===== src/rtl/core/derc_pkg.sv =====
// Shared types, constants and helpers for the dual echo range change detector.
package derc_pkg;

    localparam int BEARING_COUNT = 5;
    localparam int ADDR_W        = 5;
    localparam int DATA_W        = 32;

    // Register indexes, taken from paddr[4:2]
    localparam logic [2:0] REG_TOL      = 3'd0;
    localparam logic [2:0] REG_BEARING0 = 3'd1;
    localparam logic [2:0] REG_BEARING1 = 3'd2;
    localparam logic [2:0] REG_BEARING2 = 3'd3;
    localparam logic [2:0] REG_BEARING3 = 3'd4;
    localparam logic [2:0] REG_BEARING4 = 3'd5;

    // Change codes
    localparam logic [2:0] CHG_NONE    = 3'd0;
    localparam logic [2:0] CHG_LOST    = 3'd1;
    localparam logic [2:0] CHG_APPEAR  = 3'd2;
    localparam logic [2:0] CHG_FARTHER = 3'd3;
    localparam logic [2:0] CHG_NEARER  = 3'd4;

    localparam logic [7:0]  TOL_RESET   = 8'd51;
    localparam logic [7:0]  ANGLE_RESET = 8'd95;
    localparam logic [BEARING_COUNT-1:0][7:0] BEARING_RESET =
        {8'd140, 8'd115, 8'd95, 8'd75, 8'd50};

    localparam logic [15:0] ECHO_VALID_MIN = 16'd600;
    localparam logic [11:0] NO_READING     = 12'hFFF;

    // us / 58 == (us >> 1) / 29; 72316 / 2^21 is exact for 15-bit operands
    localparam logic [31:0] DIV29_RECIP = 32'd72316;
    localparam int          DIV29_SHIFT = 21;

    typedef struct packed {
        logic [7:0]                         tolerance;
        logic [BEARING_COUNT-1:0][7:0]      bearing;
        logic                               clear_store;
    } t_cfg;

    function automatic logic [10:0] echo_to_cm(input logic [15:0] us);
        logic [31:0] prod;
        prod = 32'(us[15:1]) * DIV29_RECIP;
        return prod[DIV29_SHIFT+10:DIV29_SHIFT];
    endfunction

endpackage


===== src/rtl/core/derc_if.sv =====
// Valid/ready channel interfaces for measurement items and results.
interface derc_in_if;
    logic        valid;
    logic        ready;
    logic [2:0]  slot;
    logic [15:0] right_echo_us;
    logic [15:0] left_echo_us;

    modport source (output valid, slot, right_echo_us, left_echo_us, input ready);
    modport sink   (input valid, slot, right_echo_us, left_echo_us, output ready);
endinterface

interface derc_out_if;
    logic              valid;
    logic              ready;
    logic [2:0]        slot_out;
    logic signed [11:0] distance_cm;
    logic [2:0]        change_code;
    logic              servo_move;
    logic [7:0]        servo_angle;

    modport source (output valid, slot_out, distance_cm, change_code, servo_move,
                    servo_angle, input ready);
    modport sink   (input valid, slot_out, distance_cm, change_code, servo_move,
                    servo_angle, output ready);
endinterface


===== src/rtl/core/derc_cfg_regs.sv =====
// APB-style register file: tolerance and bearing registers.
module derc_cfg_regs
    import derc_pkg::*;
(
    input  logic              i_clk,
    input  logic              i_rst_n,
    input  logic              psel,
    input  logic              penable,
    input  logic              pwrite,
    input  logic [ADDR_W-1:0] paddr,
    input  logic [DATA_W-1:0] pwdata,
    output logic [DATA_W-1:0] prdata,
    output logic              pready,
    output t_cfg              o_cfg
);

    logic [7:0]                    r_tol;
    logic [BEARING_COUNT-1:0][7:0] r_bearing;
    logic                          wr_en;
    logic [2:0]                    reg_idx;
    logic                          clear_req;

    assign pready  = 1'b1;
    assign wr_en   = psel && penable && pwrite;
    assign reg_idx = paddr[4:2];

    always_ff @(posedge i_clk) begin
        if (!i_rst_n) begin
            r_tol     <= TOL_RESET;
            r_bearing <= BEARING_RESET;
        end else if (wr_en) begin
            unique case (reg_idx)
                REG_TOL:      r_tol        <= pwdata[7:0];
                REG_BEARING0: r_bearing[0] <= pwdata[7:0];
                REG_BEARING1: r_bearing[1] <= pwdata[7:0];
                REG_BEARING2: r_bearing[2] <= pwdata[7:0];
                REG_BEARING3: r_bearing[3] <= pwdata[7:0];
                REG_BEARING4: r_bearing[4] <= pwdata[7:0];
                default: ;
            endcase
        end
    end

    always_comb begin
        prdata = '0;
        unique case (reg_idx)
            REG_TOL:      prdata = DATA_W'(r_tol);
            REG_BEARING0: prdata = DATA_W'(r_bearing[0]);
            REG_BEARING1: prdata = DATA_W'(r_bearing[1]);
            REG_BEARING2: prdata = DATA_W'(r_bearing[2]);
            REG_BEARING3: prdata = DATA_W'(r_bearing[3]);
            REG_BEARING4: prdata = DATA_W'(r_bearing[4]);
            default:      prdata = '0;
        endcase
    end

    // Any bearing write invalidates every stored distance
    always_comb begin
        clear_req = 1'b0;
        if (wr_en) begin
            case (reg_idx) inside
                REG_BEARING0, REG_BEARING1, REG_BEARING2, REG_BEARING3, REG_BEARING4:
                    clear_req = 1'b1;
                default: clear_req = 1'b0;
            endcase
        end
    end

    assign o_cfg.clear_store = clear_req;
    assign o_cfg.tolerance   = r_tol;
    assign o_cfg.bearing     = r_bearing;

endmodule


===== src/rtl/core/dual_echo_range_change_detector_core.sv =====
// Top level of the dual echo range change detector.
// Usage:
//   i_in carries one measurement per transfer: a bearing slot and the right and
//   left echo widths in microseconds. o_res returns exactly one result per
//   measurement, in order: slot, new distance in cm (-1 for no reading), change
//   code, servo move flag and servo angle. The APB port holds the tolerance and
//   the five bearings; write it only while no measurement is in flight.
// Timing:
//   Three register stages in order: input, range, result. One measurement is
//   taken every cycle while o_res.ready stays high; the rate is set by the
//   per-slot read-modify-write of the distance store in the result stage,
//   which completes within that stage.
// Reset:
//   i_rst_n clears all stage valids, restores the register defaults, marks every
//   slot as having no reading and sets the current servo angle to 95 degrees.
// Back-pressure:
//   When o_res.ready is low the result register holds; earlier stages keep
//   filling until all three are full, then i_in.ready drops.
module dual_echo_range_change_detector_core
    import derc_pkg::*;
#(
    parameter int NUM_SLOTS = 5
) (
    input  logic              i_clk,
    input  logic              i_rst_n,
    derc_in_if.sink           i_in,
    derc_out_if.source        o_res,
    input  logic              psel,
    input  logic              penable,
    input  logic              pwrite,
    input  logic [ADDR_W-1:0] paddr,
    input  logic [DATA_W-1:0] pwdata,
    output logic [DATA_W-1:0] prdata,
    output logic              pready
);

    // Slots that can hold a distance: limited by both the store and the bearings
    localparam int NUM_LIVE = (NUM_SLOTS < BEARING_COUNT) ? NUM_SLOTS : BEARING_COUNT;
    localparam int IDX_W    = (NUM_LIVE > 1) ? $clog2(NUM_LIVE) : 1;

    t_cfg cfg;

    derc_cfg_regs u_cfg (
        .i_clk   (i_clk),
        .i_rst_n (i_rst_n),
        .psel    (psel),
        .penable (penable),
        .pwrite  (pwrite),
        .paddr   (paddr),
        .pwdata  (pwdata),
        .prdata  (prdata),
        .pready  (pready),
        .o_cfg   (cfg)
    );

    // ---------------------------------------------------------------
    // Stage handshake: each stage loads when it is empty or draining
    // ---------------------------------------------------------------
    logic r_v0, r_v1, r_v2;
    logic load1, load2, in_xfer;

    assign load2      = r_v1 && (!r_v2 || o_res.ready);
    assign load1      = r_v0 && (!r_v1 || load2);
    assign i_in.ready = !r_v0 || load1;
    assign in_xfer    = i_in.valid && i_in.ready;

    always_ff @(posedge i_clk) begin
        if (!i_rst_n) begin
            r_v0 <= 1'b0;
            r_v1 <= 1'b0;
            r_v2 <= 1'b0;
        end else begin
            if (in_xfer)           r_v0 <= 1'b1;
            else if (load1)        r_v0 <= 1'b0;
            if (load1)             r_v1 <= 1'b1;
            else if (load2)        r_v1 <= 1'b0;
            if (load2)             r_v2 <= 1'b1;
            else if (o_res.ready)  r_v2 <= 1'b0;
        end
    end

    // ---------------------------------------------------------------
    // Stage 0: input register
    // ---------------------------------------------------------------
    logic [2:0]  r0_slot;
    logic [15:0] r0_right;
    logic [15:0] r0_left;

    always_ff @(posedge i_clk) begin
        if (in_xfer) begin
            r0_slot  <= i_in.slot;
            r0_right <= i_in.right_echo_us;
            r0_left  <= i_in.left_echo_us;
        end
    end

    // ---------------------------------------------------------------
    // Stage 1: pick the echo and convert it to centimetres
    // ---------------------------------------------------------------
    logic        right_ok, left_ok, have_echo;
    logic [15:0] use_us;
    logic [2:0]  r1_slot;
    logic        r1_have;
    logic [10:0] r1_dist;

    assign right_ok  = r0_right >= ECHO_VALID_MIN;
    assign left_ok   = r0_left  >= ECHO_VALID_MIN;
    assign have_echo = right_ok || left_ok;

    // Take the shorter echo when both are valid; on a tie keep the right one
    always_comb begin
        if (right_ok && left_ok)
            use_us = (r0_left < r0_right) ? r0_left : r0_right;
        else if (right_ok)
            use_us = r0_right;
        else
            use_us = r0_left;
    end

    always_ff @(posedge i_clk) begin
        if (load1) begin
            r1_slot <= r0_slot;
            r1_have <= have_echo;
            r1_dist <= echo_to_cm(use_us);
        end
    end

    // ---------------------------------------------------------------
    // Stage 2: compare with the stored distance, update the store
    // ---------------------------------------------------------------
    logic [10:0]   r_store [NUM_LIVE];
    logic [NUM_LIVE-1:0] r_known;
    logic [7:0]    r_angle;

    logic          in_range;
    logic [IDX_W-1:0] idx;
    logic [10:0]   prev_d;
    logic          prev_known;
    logic [7:0]    slot_bearing;
    logic [8:0]    tol_hi, tol_lo;
    logic [19:0]   scaled_new, bound_hi, bound_lo;
    logic [2:0]    n_code;
    logic [11:0]   n_dist;
    logic          n_move;
    logic [7:0]    n_angle;

    assign in_range     = r1_slot < 3'(NUM_LIVE);
    assign idx          = r1_slot[IDX_W-1:0];
    assign prev_d       = r_store[idx];
    assign prev_known   = r_known[idx];
    assign slot_bearing = cfg.bearing[r1_slot];

    // Exact relative test: 256*new against (256 +/- tol) * old
    assign tol_hi     = 9'd256 + {1'b0, cfg.tolerance};
    assign tol_lo     = 9'd256 - {1'b0, cfg.tolerance};
    assign scaled_new = {1'b0, r1_dist, 8'd0};
    assign bound_hi   = 20'(tol_hi) * 20'(prev_d);
    assign bound_lo   = 20'(tol_lo) * 20'(prev_d);

    always_comb begin
        n_code  = CHG_NONE;
        n_dist  = NO_READING;
        n_move  = 1'b0;
        n_angle = r_angle;
        if (in_range) begin
            n_angle = slot_bearing;
            n_move  = r_angle != slot_bearing;
            if (!r1_have) begin
                n_code = prev_known ? CHG_LOST : CHG_NONE;
            end else begin
                n_dist = {1'b0, r1_dist};
                if (!prev_known)
                    n_code = CHG_APPEAR;
                else if (scaled_new > bound_hi)
                    n_code = CHG_FARTHER;
                else if (scaled_new < bound_lo)
                    n_code = CHG_NEARER;
                else
                    n_code = CHG_NONE;
            end
        end
    end

    // Distance store: valid bits clear at reset and on any bearing write
    always_ff @(posedge i_clk) begin
        if (!i_rst_n || cfg.clear_store) begin
            r_known <= '0;
        end else if (load2 && in_range) begin
            r_known[idx] <= r1_have;
        end
    end

    always_ff @(posedge i_clk) begin
        if (load2 && in_range && r1_have)
            r_store[idx] <= r1_dist;
    end

    // Servo follows the bearing of the last in-range slot
    always_ff @(posedge i_clk) begin
        if (!i_rst_n)
            r_angle <= ANGLE_RESET;
        else if (load2 && in_range)
            r_angle <= slot_bearing;
    end

    // Result register
    logic [2:0]  r2_slot;
    logic [11:0] r2_dist;
    logic [2:0]  r2_code;
    logic        r2_move;
    logic [7:0]  r2_angle;

    always_ff @(posedge i_clk) begin
        if (load2) begin
            r2_slot  <= r1_slot;
            r2_dist  <= n_dist;
            r2_code  <= n_code;
            r2_move  <= n_move;
            r2_angle <= n_angle;
        end
    end

    assign o_res.valid       = r_v2;
    assign o_res.slot_out    = r2_slot;
    assign o_res.distance_cm = $signed(r2_dist);
    assign o_res.change_code = r2_code;
    assign o_res.servo_move  = r2_move;
    assign o_res.servo_angle = r2_angle;

endmodule


===== src/flat_wrapper.sv =====
// flat-port wrapper written by rule: the top's interface ports become plain ports
module dual_echo_range_change_detector_core_flat import derc_pkg::*;
#(
    parameter int NUM_SLOTS = 5
)
  (i_clk, i_rst_n, psel, penable, pwrite, paddr, pwdata, prdata, pready, i_in_valid, i_in_slot, i_in_right_echo_us, i_in_left_echo_us, i_in_ready, o_res_valid, o_res_slot_out, o_res_distance_cm, o_res_change_code, o_res_servo_move, o_res_servo_angle, o_res_ready);
  derc_in_if i_in_i ();
  derc_out_if o_res_i ();
  input  logic i_clk;
  input  logic i_rst_n;
  input  logic psel;
  input  logic penable;
  input  logic pwrite;
  input  logic [ADDR_W-1:0] paddr;
  input  logic [DATA_W-1:0] pwdata;
  output logic [DATA_W-1:0] prdata;
  output logic pready;
  input wire logic [$bits(i_in_i.valid)-1:0] i_in_valid;
  input wire logic [$bits(i_in_i.slot)-1:0] i_in_slot;
  input wire logic [$bits(i_in_i.right_echo_us)-1:0] i_in_right_echo_us;
  input wire logic [$bits(i_in_i.left_echo_us)-1:0] i_in_left_echo_us;
  output wire logic [$bits(i_in_i.ready)-1:0] i_in_ready;
  output wire logic [$bits(o_res_i.valid)-1:0] o_res_valid;
  output wire logic [$bits(o_res_i.slot_out)-1:0] o_res_slot_out;
  output wire logic [$bits(o_res_i.distance_cm)-1:0] o_res_distance_cm;
  output wire logic [$bits(o_res_i.change_code)-1:0] o_res_change_code;
  output wire logic [$bits(o_res_i.servo_move)-1:0] o_res_servo_move;
  output wire logic [$bits(o_res_i.servo_angle)-1:0] o_res_servo_angle;
  input wire logic [$bits(o_res_i.ready)-1:0] o_res_ready;
  assign i_in_i.valid = i_in_valid;
  assign i_in_i.slot = i_in_slot;
  assign i_in_i.right_echo_us = i_in_right_echo_us;
  assign i_in_i.left_echo_us = i_in_left_echo_us;
  assign i_in_ready = i_in_i.ready;
  assign o_res_valid = o_res_i.valid;
  assign o_res_slot_out = o_res_i.slot_out;
  assign o_res_distance_cm = o_res_i.distance_cm;
  assign o_res_change_code = o_res_i.change_code;
  assign o_res_servo_move = o_res_i.servo_move;
  assign o_res_servo_angle = o_res_i.servo_angle;
  assign o_res_i.ready = o_res_ready;
  dual_echo_range_change_detector_core #(.NUM_SLOTS(NUM_SLOTS)) u_core (.i_clk(i_clk), .i_rst_n(i_rst_n), .i_in(i_in_i), .o_res(o_res_i), .psel(psel), .penable(penable), .pwrite(pwrite), .paddr(paddr), .pwdata(pwdata), .prdata(prdata), .pready(pready));
endmodule

===== config.mk =====
export PLATFORM = sky130hd
export DESIGN_NAME = dual_echo_range_change_detector_core_flat
export DESIGN_NICKNAME = d
export VERILOG_FILES = /design/src/rtl/core/derc_pkg.sv /design/src/rtl/core/derc_if.sv /design/src/rtl/core/derc_cfg_regs.sv /design/src/rtl/core/dual_echo_range_change_detector_core.sv /design/src/flat_wrapper.sv
export SDC_FILE = /design/constraint.sdc
export NUM_CORES = 1
export LEC_CHECK = 0
export BUFFER_PORTS_ARGS = -buffer_cell sky130_fd_sc_hd__buf_2
export CAP_MARGIN = 20
export CORE_MARGIN = 2
export CORE_UTILIZATION = 62
export DETAILED_ROUTE_END_ITERATION = 10
export GPL_ROUTABILITY_DRIVEN = 0
export PLACE_DENSITY = 0.82
export SLEW_MARGIN = 20
export SYNTH_ARGS = -nofsm -noshare
export SYNTH_HDL_FRONTEND = slang
export SYNTH_HIERARCHICAL = 1
export SYNTH_SLANG_ARGS = --single-unit

===== constraint.sdc =====
create_clock -name i_clk -period 19.7 [get_ports i_clk]
set_input_delay 5.91 -clock i_clk [delete_from_list [all_inputs] [get_ports i_clk]]
set_output_delay 5.91 -clock i_clk [all_outputs]
set_load 0.02 [all_outputs]

# == Word-level counts from Yosys, hierarchy flattened ==
# Memory sizes are Yosys's and may differ from the RTL's. A register that Yosys moved wholly into a read port is not among the register bits.
# Index checks and enable logic that the tools add are counted.
# classes
reduce_logical,30
mux,29
div_mod_pow,0
n_eq_ne,6
bitwise_logic,0
add_sub_neg,2
multipliers,3
n_lt_le_gt_ge,8
n_shift,0
# ops
op,n
16-bit 2-to-1 mux,3
8-bit case mux with 6 select lines,1
9-bit by 11-bit multiplier with 20-bit output,2
16-bit by 10-bit greater-or-equal comparator with 1-bit output (second input constant),2
15-bit by 15-bit multiplier with 30-bit output (second input constant),1
8-bit binary-select mux with 3-bit select,1
19-bit by 20-bit greater-than comparator with 1-bit output,1
19-bit by 20-bit < comparator with 1-bit output,1
16-bit < comparator,1
8-bit 2-to-1 mux,2
3-bit 2-to-1 mux,5
2-bit AND reduction,7
1-bit 2-to-1 mux,13
12-bit 2-to-1 mux,1
9-bit by 8-bit adder with 9-bit output (first input constant),1
1-bit logical AND,9
9-bit by 8-bit subtractor with 9-bit output (first input constant),1
8-bit inequality test,1
3-bit by 2-bit == test with 1-bit output (second input constant),2
3-bit == test (second input constant),2
2-bit nonzero test,3
5-bit bitwise mux,1
1-bit logical OR,5
5-bit OR reduction,1
other kinds (8),11
# word_totals
rom_bits,0
word_cells,102
regBits,141
latchBits,0
output_inout_bits,62
mem_bits_rw,55
mem_count,1
# memory_table
name,depth,width,rd,rd_clocked_by_memory_dff,write_ports,line_no,rtl
u_core.r_store,5,11,1,1,1,dual_echo_range_change_detector_core.sv:131,logic [10:0] r_store [NUM_LIVE];

# == Longest topological paths before layout ==
# Gate-level depths: netlist (run 1).
# logic_depth
ltp_word,8
depth_mapped,33
mapped_depth_nobuf,31

# == Cells and area by module ==
# Netlist (run 1), hierarchy kept.
# modules_own_cells
module,seq_area_each_um2,cells_each,area_per_inst_um2,instances
dual_echo_range_change_detector_core,4344.2,1632,17006.3,1
derc_cfg_regs,960.9,269,2488.6,1

# == Least setup slack after synthesis (run 1) ==
# Ideal clock, no wire load.
# synth_timing
kind,input to output
from,input port paddr[2]
to,output port prdata[0]
t_required_ns,13.790
path_stages,4
path_slack_ns,6.779
t_arrival_ns,7.011
cell_sequence,buf_2 clkbuf_1 nand2_1 o21ai_0
# synth_between
elab_chain_cells,2
# synth_lines
item,line_no,rtl
start: declaration,flat_wrapper.sv:14,input logic [ADDR_W-1:0] paddr;
3-bit == test (tied with other cells),derc_cfg_regs.sv:46,unique case (reg_idx)
8-bit case mux with 6 select lines *,derc_cfg_regs.sv:46,
end: declaration,flat_wrapper.sv:16,output logic [DATA_W-1:0] prdata;
# Mark *: on every way between the ends. The rest lies on a longest branch, timed or not.

# == Worst setup path in the final report (run 1) ==
# layout_timing
from,input port paddr[3]
to,output port prdata[0]
# The elaborated chain is that of the path after synthesis.

==> flow_metrics.tcl, run 1 <==
set metrics [dict create \
    path_cells "buf_2 -> nand2b_1 -> o32a_1 -> o21ai_0 -> buf_2" \
    slowest_stage "nand2b_1" \
    share_comb_of_total_power_pct 75.2 \
    grt_max_degree 70 \
    highest_layer "met4" \
    area_growth_syn_to_layout_pct 6.611 \
    finalMaxSlewViolations 0 \
    ctsHoldBuffers 0 \
    avgSynthCellArea_um2 10.26 \
    wl_met2_mm 22.78 \
    clk_path_buf_depth 2 \
    r2r_slack_ps 11130 \
    status "complete, no violations" \
    max-slew-margin-rel_pct 26.26 \
    numClockSinks 199 \
    num_vias 13880 \
    final.fill_count 2236 \
    routed-wl-met3_mm 3.237 \
    grt_antenna_before_repair 1 \
    first_pass_iters 7 \
    min_period_over_period_pct 67.22 \
    pwr-share-seq_pct 15.3 \
    reg2reg_depth 27 \
    dieArea_um2 32880 \
    final_util_pct 67.59 \
    wl_per_cell_um 19.24 \
    start_util_pct 63.40 \
    grt_pass1_vias 14930 \
    htree_num_levels 4 \
    via_per_inst 5.880 \
    required_ps 13790 \
    r2r-start "u_core/r0_left[5]" \
    clkLatencyLatePin_ps 440 \
    tns_ps 0 \
    ir_worst_vdd_uv 318.7 \
    synth-seq-area-share_pct 27.21 \
    p_sw_share_pct 49.50 \
    tightest_slew_ps 1102 \
    ys_ff_latch 199 \
    grt_pass1_wl_mm 75.05 \
    clkPwrFrac_pct 9.4 \
    p_switching_mw 1.899 \
    drtIter0Drc 1197 \
    finClkSkew_ps 12.52 \
    postSynthCellCount 1901 \
    cts_resized 0 \
    yosysUniqueCellTypes 66 \
    critPathCaptureType "output pin" \
    p_int_mw 1.937 \
    fmax_mhz 75.52 \
    path_clk_slew_ps 90 \
    arrival_ps 7330 \
    portBuffers 89 \
    min_period_ps 13240 \
    async_flop_share_pct 0 \
    cts_made_buffers 17 \
    min_path_type "flip-flop to flip-flop" \
    ant_nets 0 \
    drt_drc_violations_left 0 \
    die-height_um 181.3 \
    min_path_cells 0 \
    maxCapViolations 0 \
    cts_tree "yes" \
    cts_setup_buffers 0 \
    min_from "u_core/r0_slot[1]" \
    min_to "u_core/idx[1]" \
    root_buffer "clkbuf_16" \
    drive_gt1_share_pct 9.980 \
    power_leakage_nw 10.14 \
    die_w_um 181.3 \
    worstSetupStartpointType "input port" \
    ys.flop_type "edfxtp_1" \
    crit_top_cell "buf_2" \
    cp_slowest_stage_delay_ps 540 \
    coreArea_um2 30750 \
    synth-edff-count 132 \
    met1Wirelength_mm 17.69 \
    path_class "input port to output pin" \
    hold_viol_final 0 \
    rows 64 \
    grt_usage_pct 28.83 \
    drt-total-wl_mm 45.42 \
    setup_viol 0 \
    rsz0062_at_grt "false" \
    powerDensity_nw_per_um2 184.5 \
    overflow 0 \
    crit_fanout 20 \
    dp_hpwl_mm 33.86 \
    io_pins 141 \
    synth_area_um2 19490 \
    fin_nets 2465 \
    yosys_warnings 6 \
    worstReg2RegEnd "u_core/r1_dist[10]" \
]
[kinds of logic after synthesis]
kind of cell    count (synthesis)  share of synthesized area, %
fa+ha+maj                     435                         35.74
flops                         199                         27.21
other cells                     2                       0.03852
simple gates                  443                         11.10
buf+inv                       457                         9.556
xor+xnor                       60                         2.696
compound gates                197                         6.848
mux                           108                         6.810
[layer usage]
layer  vias to the layer above  GRT usage [%]
li1                       6303              -
met1                      6818          36.10
met2                       628          49.93
met3                       134          4.414
met4                         0          12.16
met5                         -              0
[synthesized netlist by cell type, types with 4 or more instances]
| cell | n | area, um2 |
|---|---|---|
| inv_1 | 365 | 1370 |
| ha_1 | 232 | 2903 |
| fa_1 | 203 | 4064 |
| nand2_1 | 150 | 563.0 |
| edfxtp_1 | 132 | 3964 |
| nor2_1 | 92 | 345.3 |
| dfxtp_1 | 67 | 1341 |
| mux2i_1 | 64 | 640.6 |
| clkbuf_1 | 53 | 198.9 |
| nor2b_1 | 51 | 319.1 |
| a21oi_1 | 44 | 220.2 |
| o21ai_0 | 35 | 175.2 |
| and2_1 | 32 | 200.2 |
| xor2_1 | 31 | 271.5 |
| xnor2_1 | 29 | 254.0 |
| mux2_2 | 27 | 304.0 |
| buf_4 | 26 | 195.2 |
| a21o_1 | 24 | 180.2 |
| nand2b_1 | 24 | 150.1 |
| o211ai_1 | 21 | 157.7 |
| or3_1 | 21 | 131.4 |
| mux4_2 | 17 | 382.9 |
| nand3_1 | 17 | 85.08 |
| nor3_1 | 16 | 80.08 |
| a31oi_1 | 10 | 62.56 |
| buf_2 | 9 | 45.04 |
| nand4_1 | 9 | 56.30 |
| a22oi_1 | 8 | 60.06 |
| nor4_1 | 7 | 43.79 |
| or2_2 | 6 | 37.54 |
| a211oi_1 | 4 | 30.03 |
| and3_1 | 4 | 25.02 |
| o21a_1 | 4 | 30.03 |
| o21bai_1 | 4 | 30.03 |
| o31ai_1 | 4 | 30.03 |
[stage by stage]
step	instance area (um2)	hold slack, ps	setup WS (ps)	std cells	total power, mW
global route	20780	484.9	6405	2360	4.263
CTS	20740	471.5	6492	2359	3.817
finish	20780	469.5	6458	2361	3.835
detailed placement	20120	439.9	6512	2327	3.366
global placement	20120	435.0	6512	2327	3.176
floorplan	19580	420.6	6779	1924	2.667
[cells in the final DEF, fill, tap and decap left out, types with 6 or more instances in the layout]
cell       instances
nor2b_1           51
a22oi_1            8
nor4_1             7
nand4_1            9
mux2i_1           64
mux2_2            27
conb_1            25
nand2b_1          24
a21oi_1           44
a21o_1            24
clkinv_8           6
clkbuf_16         17
nand3_1           17
edfxtp_1         132
mux4_2            17
or2_2              6
nor3_1            16
inv_1            365
buf_2             89
buf_4             10
nand2_1          150
fa_1             203
ha_1             232
dfxtp_1           67
o21ai_0           35
and2_1            32
or3_1             21
xnor2_1           28
nor2_1            90
a31oi_1            9
o211ai_1          21
xor2_1            31
[area by class of cell]
cell class | instances | area (um2) | area share (%)
Multi-Input combinational cell | 1268 | 12440 | 59.86
Sequential cell | 199 | 5305 | 25.53
Inverter | 365 | 1370 | 6.592
Timing Repair Buffer | 100 | 548.0 | 2.637
Tap cell | 396 | 495.5 | 2.384
Clock buffer | 17 | 425.4 | 2.047
Clock inverter | 15 | 196.4 | 0.9452
Antenna cell | 1 | 2.502 | 0.01204
[sequential cells by signal, summed over array words and instances (netlist names), 5 cells and up, named ones only]
| register | count |
|---|---|
| u_core/r_store | 55 |
| u_core/u_cfg/o_cfg | 40 |
| u_core/r0_left | 16 |
| u_core/r0_right | 16 |
| u_core/o_res.distance_cm | 12 |
| u_core/r1_dist | 11 |
| u_core/o_res.servo_angle | 8 |
| u_core/r_angle | 8 |
| u_core/u_cfg/r_tol | 8 |
| u_core/r_known | 5 |
[critical path, delay by kind of cell]
family | cells | cell delay, ps
buffers and inverters | 2 | 550
and+or+nand+nor | 1 | 540
AOI/OAI and AO/OA | 2 | 320
[power by group through the flow]
stage	combinational [mW]	sequential (mW)	clock, mW
2_1_floorplan	2.10	0.567	0
3_3_place_gp	2.58	0.593	0
3_5_place_dp	2.77	0.596	0
4_1_cts	2.86	0.587	0.366
5_1_grt	3.29	0.590	0.382
6_report	2.89	0.587	0.362
[worst max path at each step]
stage / from / end
finish: paddr[3] / prdata[0]
global route: paddr[3] / prdata[0]
CTS: paddr[3] / prdata[0]
detailed placement: paddr[3] / prdata[0]
global placement: paddr[3] / prdata[4]
floorplan: paddr[2] / prdata[0]
(Power assumes the default switching activity.)
==> run 2: changes to the inputs <==
--- a/config.mk
+++ b/config.mk
@@ -5,6 +5,7 @@
 export SDC_FILE = /design/constraint.sdc
 export NUM_CORES = 1
 export LEC_CHECK = 0
+export ABC_AREA = 1
 export BUFFER_PORTS_ARGS = -buffer_cell sky130_fd_sc_hd__buf_2
 export CAP_MARGIN = 20
 export CORE_MARGIN = 2
==> constraint.sdc (replaced) <==
create_clock -name i_clk -period 13.42 [get_ports i_clk]
set_input_delay 4.026 -clock i_clk [delete_from_list [all_inputs] [get_ports i_clk]]
set_output_delay 4.026 -clock i_clk [all_outputs]
set_load 0.02 [all_outputs]
==> flow_metrics.tcl, run 2 <==
set metrics [dict create \
    status "complete, no violations" \
    tns_ps 0 \
    htree_num_levels 4 \
    post-route-cell-area_um2 21500 \
    grt_antenna_before_repair 3 \
    avgSynthCellArea_um2 8.413 \
    cts_resized 0 \
    finalMaxSlewViolations 0 \
    die_w_um 184.5 \
    post_dp_cell_area_um2 20890 \
    multiInputGateArea_um2 12680 \
    tightest_slew_ps 1019 \
    postSynthCellCount 2400 \
    cts_setup_buffers 0 \
    hold_slack_ps 461.7 \
    setup_viol 0 \
    cts_tree "yes" \
    grt_pass1_vias 16540 \
    regMostFlops "u_core/r_store" \
    largest_register_ffs 55 \
    drt-total-wl_mm 47.04 \
    wl_per_cell_um 16.11 \
    required_ps 9390 \
    grt_usage_pct 28.92 \
    maxCapViolations 0 \
    ys.flop_type "edfxtp_1" \
    min_period_ps 9571 \
    via_per_inst 5.605 \
    final.fill_count 2533 \
    min_from "u_core/r0_slot[1]" \
    synth-seq-area-share_pct 26.27 \
    critPathCaptureType "output pin" \
    min_path_type "flip-flop to flip-flop" \
    path_cells "buf_2 -> inv_2 -> nand2_1 -> nor2_2 -> nand2_1 -> nand2_1 -> inv_1 -> nand2_1 -> buf_2" \
    min_period_over_period_pct 71.32 \
    async_flop_share_pct 0 \
    ant_nets 0 \
    root_buffer "clkbuf_16" \
    yosysUniqueCellTypes 50 \
    drt_drc_violations_left 0 \
    rsz0062_at_grt "false" \
    layout_commonest_cell "nand2_1" \
    fmax_mhz 104.5 \
    synth.most_common_cell "nand2_1" \
    rows 66 \
    area_growth_syn_to_layout_pct 6.494 \
    yosysTopAreaCell "fa_1" \
    cts_made_buffers 17 \
    fin_nets 2978 \
    portBuffers 89 \
    synth_area_um2 20190 \
    numClockSinks 199 \
    finClkSkew_ps 15.74 \
    drive_gt1_share_pct 8.761 \
    ys_ff_latch 199 \
    coreArea_um2 32290 \
    first_pass_iters 6 \
    layoutNonFillerInstCount 2920 \
    dp.cells 2887 \
    hold_viol_final 0 \
    dieArea_um2 34030 \
    cp-startpoint "paddr[3]" \
    num_vias 16370 \
    synthTopCellsByCount "nand2_1, inv_1, nor2_1" \
    worstSetupStartpointType "input port" \
    io_pins 141 \
    crit_top_cell "nand2_1" \
    synth-edff-count 132 \
    dp_hpwl_mm 37.10 \
    clkLatencyLatePin_ps 440 \
    crit_fanout 21 \
    die-height_um 184.5 \
    slowest_stage "nor2_2" \
    grt_pass1_wl_mm 77.65 \
    cp_slowest_stage_delay_ps 440 \
    path_clk_slew_ps 70 \
    regArea_um2 5305 \
    cp.buffers_inverters 4 \
    yosys_warnings 6 \
    max-slew-margin-rel_pct 31.61 \
    grt_max_degree 52 \
    ctsHoldBuffers 0 \
    arrival_ps 5550 \
    yosysTopAreaCellShare_pct 20.13 \
    start_util_pct 62.54 \
    worst_path_dominant_cell_family "simple AND/OR/NAND/NOR gates" \
    overflow 0 \
    clk_path_buf_depth 2 \
    path_class "input port to output pin" \
    drtIter0Drc 1577 \
    synth_area_leaders "fa_1, edfxtp_1, ha_1" \
    final_cell_mix "nand2_1, inv_1, nor2_1" \
]
-- run 2: cell type report --
class | count | share of cell area, %
Timing Repair Buffer | 97 | 2.444
Tap cell | 442 | 2.572
Sequential cell | 199 | 24.67
Antenna cell | 1 | 0.01164
Clock inverter | 15 | 0.7972
Clock buffer | 17 | 1.978
Inverter | 490 | 8.565
Multi-Input combinational cell | 1659 | 58.96
-- run 2: kinds of logic after synthesis --
family	Yosys count	share of synthesized area, %
DFF	199	26.27
xor gates and xnor gates	49	2.256
buffers and inverters	565	11.43
other	2	0.03719
AOI/OAI and AO/OA	208	5.763
and+or+nand+nor	932	19.25
adders and majority gates	435	34.50
muxes	10	0.4957
-- run 2: final timing paths --
kind                            endpoint  slack [ps]  cells after the start
max                            prdata[6]        3850                      9
min                        u_core/idx[1]         460                      0
max reg2reg  u_core/o_res.change_code[2]        5390                     32
min reg2reg                u_core/idx[1]         460                      0
-- run 2: layer usage --
layer  wire [um]  global-route usage [%]  vias to the layer above
met3        4096                   4.742                      140
met2       22920                   50.51                      792
met4        1776                   11.78                        2
li1            -                       -                     7605
met5          15                       0                        -
met1       18230                   35.70                     7829
-- run 2: through the flow --
| step | setup slack, ps | utilization, % |
|---|---|---|
| after global routing | 3713 | 66.59 |
| after global placement | 3951 | 64.62 |
| after floorplan | 4539 | - |
| final | 3849 | 66.60 |
| after detailed placement | 3927 | 64.70 |
| after CTS | 3904 | 66.55 |
Power of run 2 is not shown: default switching activity piles up to over one toggle a cycle in this logic, so the estimate is an artifact.
==> run 3: changes to the inputs <==
==> constraint.sdc (replaced) <==
create_clock -name i_clk -period 9.25 [get_ports i_clk]
set_input_delay 2.775 -clock i_clk [delete_from_list [all_inputs] [get_ports i_clk]]
set_output_delay 2.775 -clock i_clk [all_outputs]
set_load 0.02 [all_outputs]
==> flow_metrics.tcl, run 3 (same netlist as run 2, synthesis figures left out) <==
set metrics [dict create \
    final.fill_count 2487 \
    root_buffer "clkbuf_16" \
    hold_viol_final 0 \
    slowest_stage "o21ai_1" \
    rsz0062_at_grt "false" \
    worst_path_dominant_cell_family "adder cells" \
    area_growth_syn_to_layout_pct 6.587 \
    regMostFlops "u_core/r_store" \
    crit_top_cell "nand2_1" \
    worstSetupStartpointType "flip-flop" \
    routed-wl-met3_mm 4.129 \
    portBuffers 89 \
    die-height_um 184.5 \
    cp.buffers_inverters 4 \
    cts_setup_buffers 0 \
    min_period_over_period_pct 82.58 \
    largest_register_ffs 55 \
    overflow 0 \
    cp_slowest_stage_delay_ps 720 \
    num_vias 16210 \
    fmax_mhz 130.9 \
    path_class "flip-flop to flip-flop" \
    grt_antenna_before_repair 2 \
    cts_made_buffers 17 \
    tightest_slew_ps 1075 \
    drt_drc_violations_left 0 \
    drt-total-wl_mm 47.42 \
    clk_path_buf_depth 2 \
    io_pins 141 \
    tns_ps 0 \
    rows 66 \
    grt_pass1_wl_mm 78.34 \
    via_per_inst 5.553 \
    ctsHoldBuffers 0 \
    critPathCaptureType "flip-flop" \
    cts_tree "yes" \
    max-slew-margin-rel_pct 28.05 \
    htree_num_levels 4 \
    diodes 0 \
    grt_usage_pct 29.17 \
    maxCapViolations 0 \
    setup_viol 0 \
    first_pass_iters 6 \
    crit_fanout 27 \
    layout_commonest_cell "nand2_1" \
    ant_nets 0 \
    highest_layer "met5" \
    start_util_pct 62.54 \
    numClockSinks 199 \
    grt_max_degree 52 \
    fin_nets 2978 \
    drtIter0Drc 1436 \
    dieArea_um2 34030 \
    required_ps 9430 \
    worst_slack_ps 1612 \
    drive_gt1_share_pct 8.761 \
    dp_hpwl_mm 36.59 \
    clkLatencyLatePin_ps 440 \
    wl_met2_mm 22.82 \
    path_clk_slew_ps 70 \
    finClkSkew_ps 13.11 \
    arrival_ps 7820 \
    multiInputGateArea_um2 12670 \
    grt_pass1_vias 16440 \
    min_path_type "flip-flop to flip-flop" \
    finalMaxSlewViolations 0 \
    coreArea_um2 32290 \
    die_w_um 184.5 \
    cts_resized 0 \
    regArea_um2 5305 \
    status "complete, no violations" \
    min_period_ps 7638 \
    final_cell_mix "nand2_1, inv_1, nor2_1" \
    wl_per_cell_um 16.24 \
    place_ws_ps 1802 \
    met1Wirelength_mm 18.72 \
]
## run 3: layer usage
layer / GRT usage (%) / vias up
li1: - / 7618
met1: 36.64 / 7655
met2: 49.88 / 791
met3: 4.762 / 143
met4: 12.64 / 2
met5: 0 / -
## run 3: final timing paths
check,start,end,slack (ps),cells after the start
setup reg to reg,u_core/r0_left[9],u_core/r1_dist[5],1610,28
hold / removal,u_core/r0_slot[1],u_core/idx[1],470,0
hold reg to reg,u_core/r0_slot[1],u_core/idx[1],470,0
setup / recovery,u_core/r0_left[9],u_core/r1_dist[5],1610,28
## run 3: cell type report
cell class	instances	area share [%]
Multi-Input combinational cell	1659	58.89
Sequential cell	199	24.65
Inverter	490	8.558
Tap cell	442	2.570
Timing Repair Buffer	97	2.349
Clock buffer	18	2.093
Clock inverter	14	0.8953
## run 3: stage by stage
stage / utilization, % / area, um2 / hold slack, ps / cells
finish: 66.66 / 21520 / 469.4 / 2919
global route: 66.66 / 21520 / 469.8 / 2919
CTS: 66.63 / 21510 / 467.4 / 2919
detailed placement: 64.64 / 20870 / 450.3 / 2887
global placement: 64.64 / 20870 / 430.1 / 2887
floorplan: - / 20280 / 426.8 / 2423
Power of run 3 is left out for the same reason.
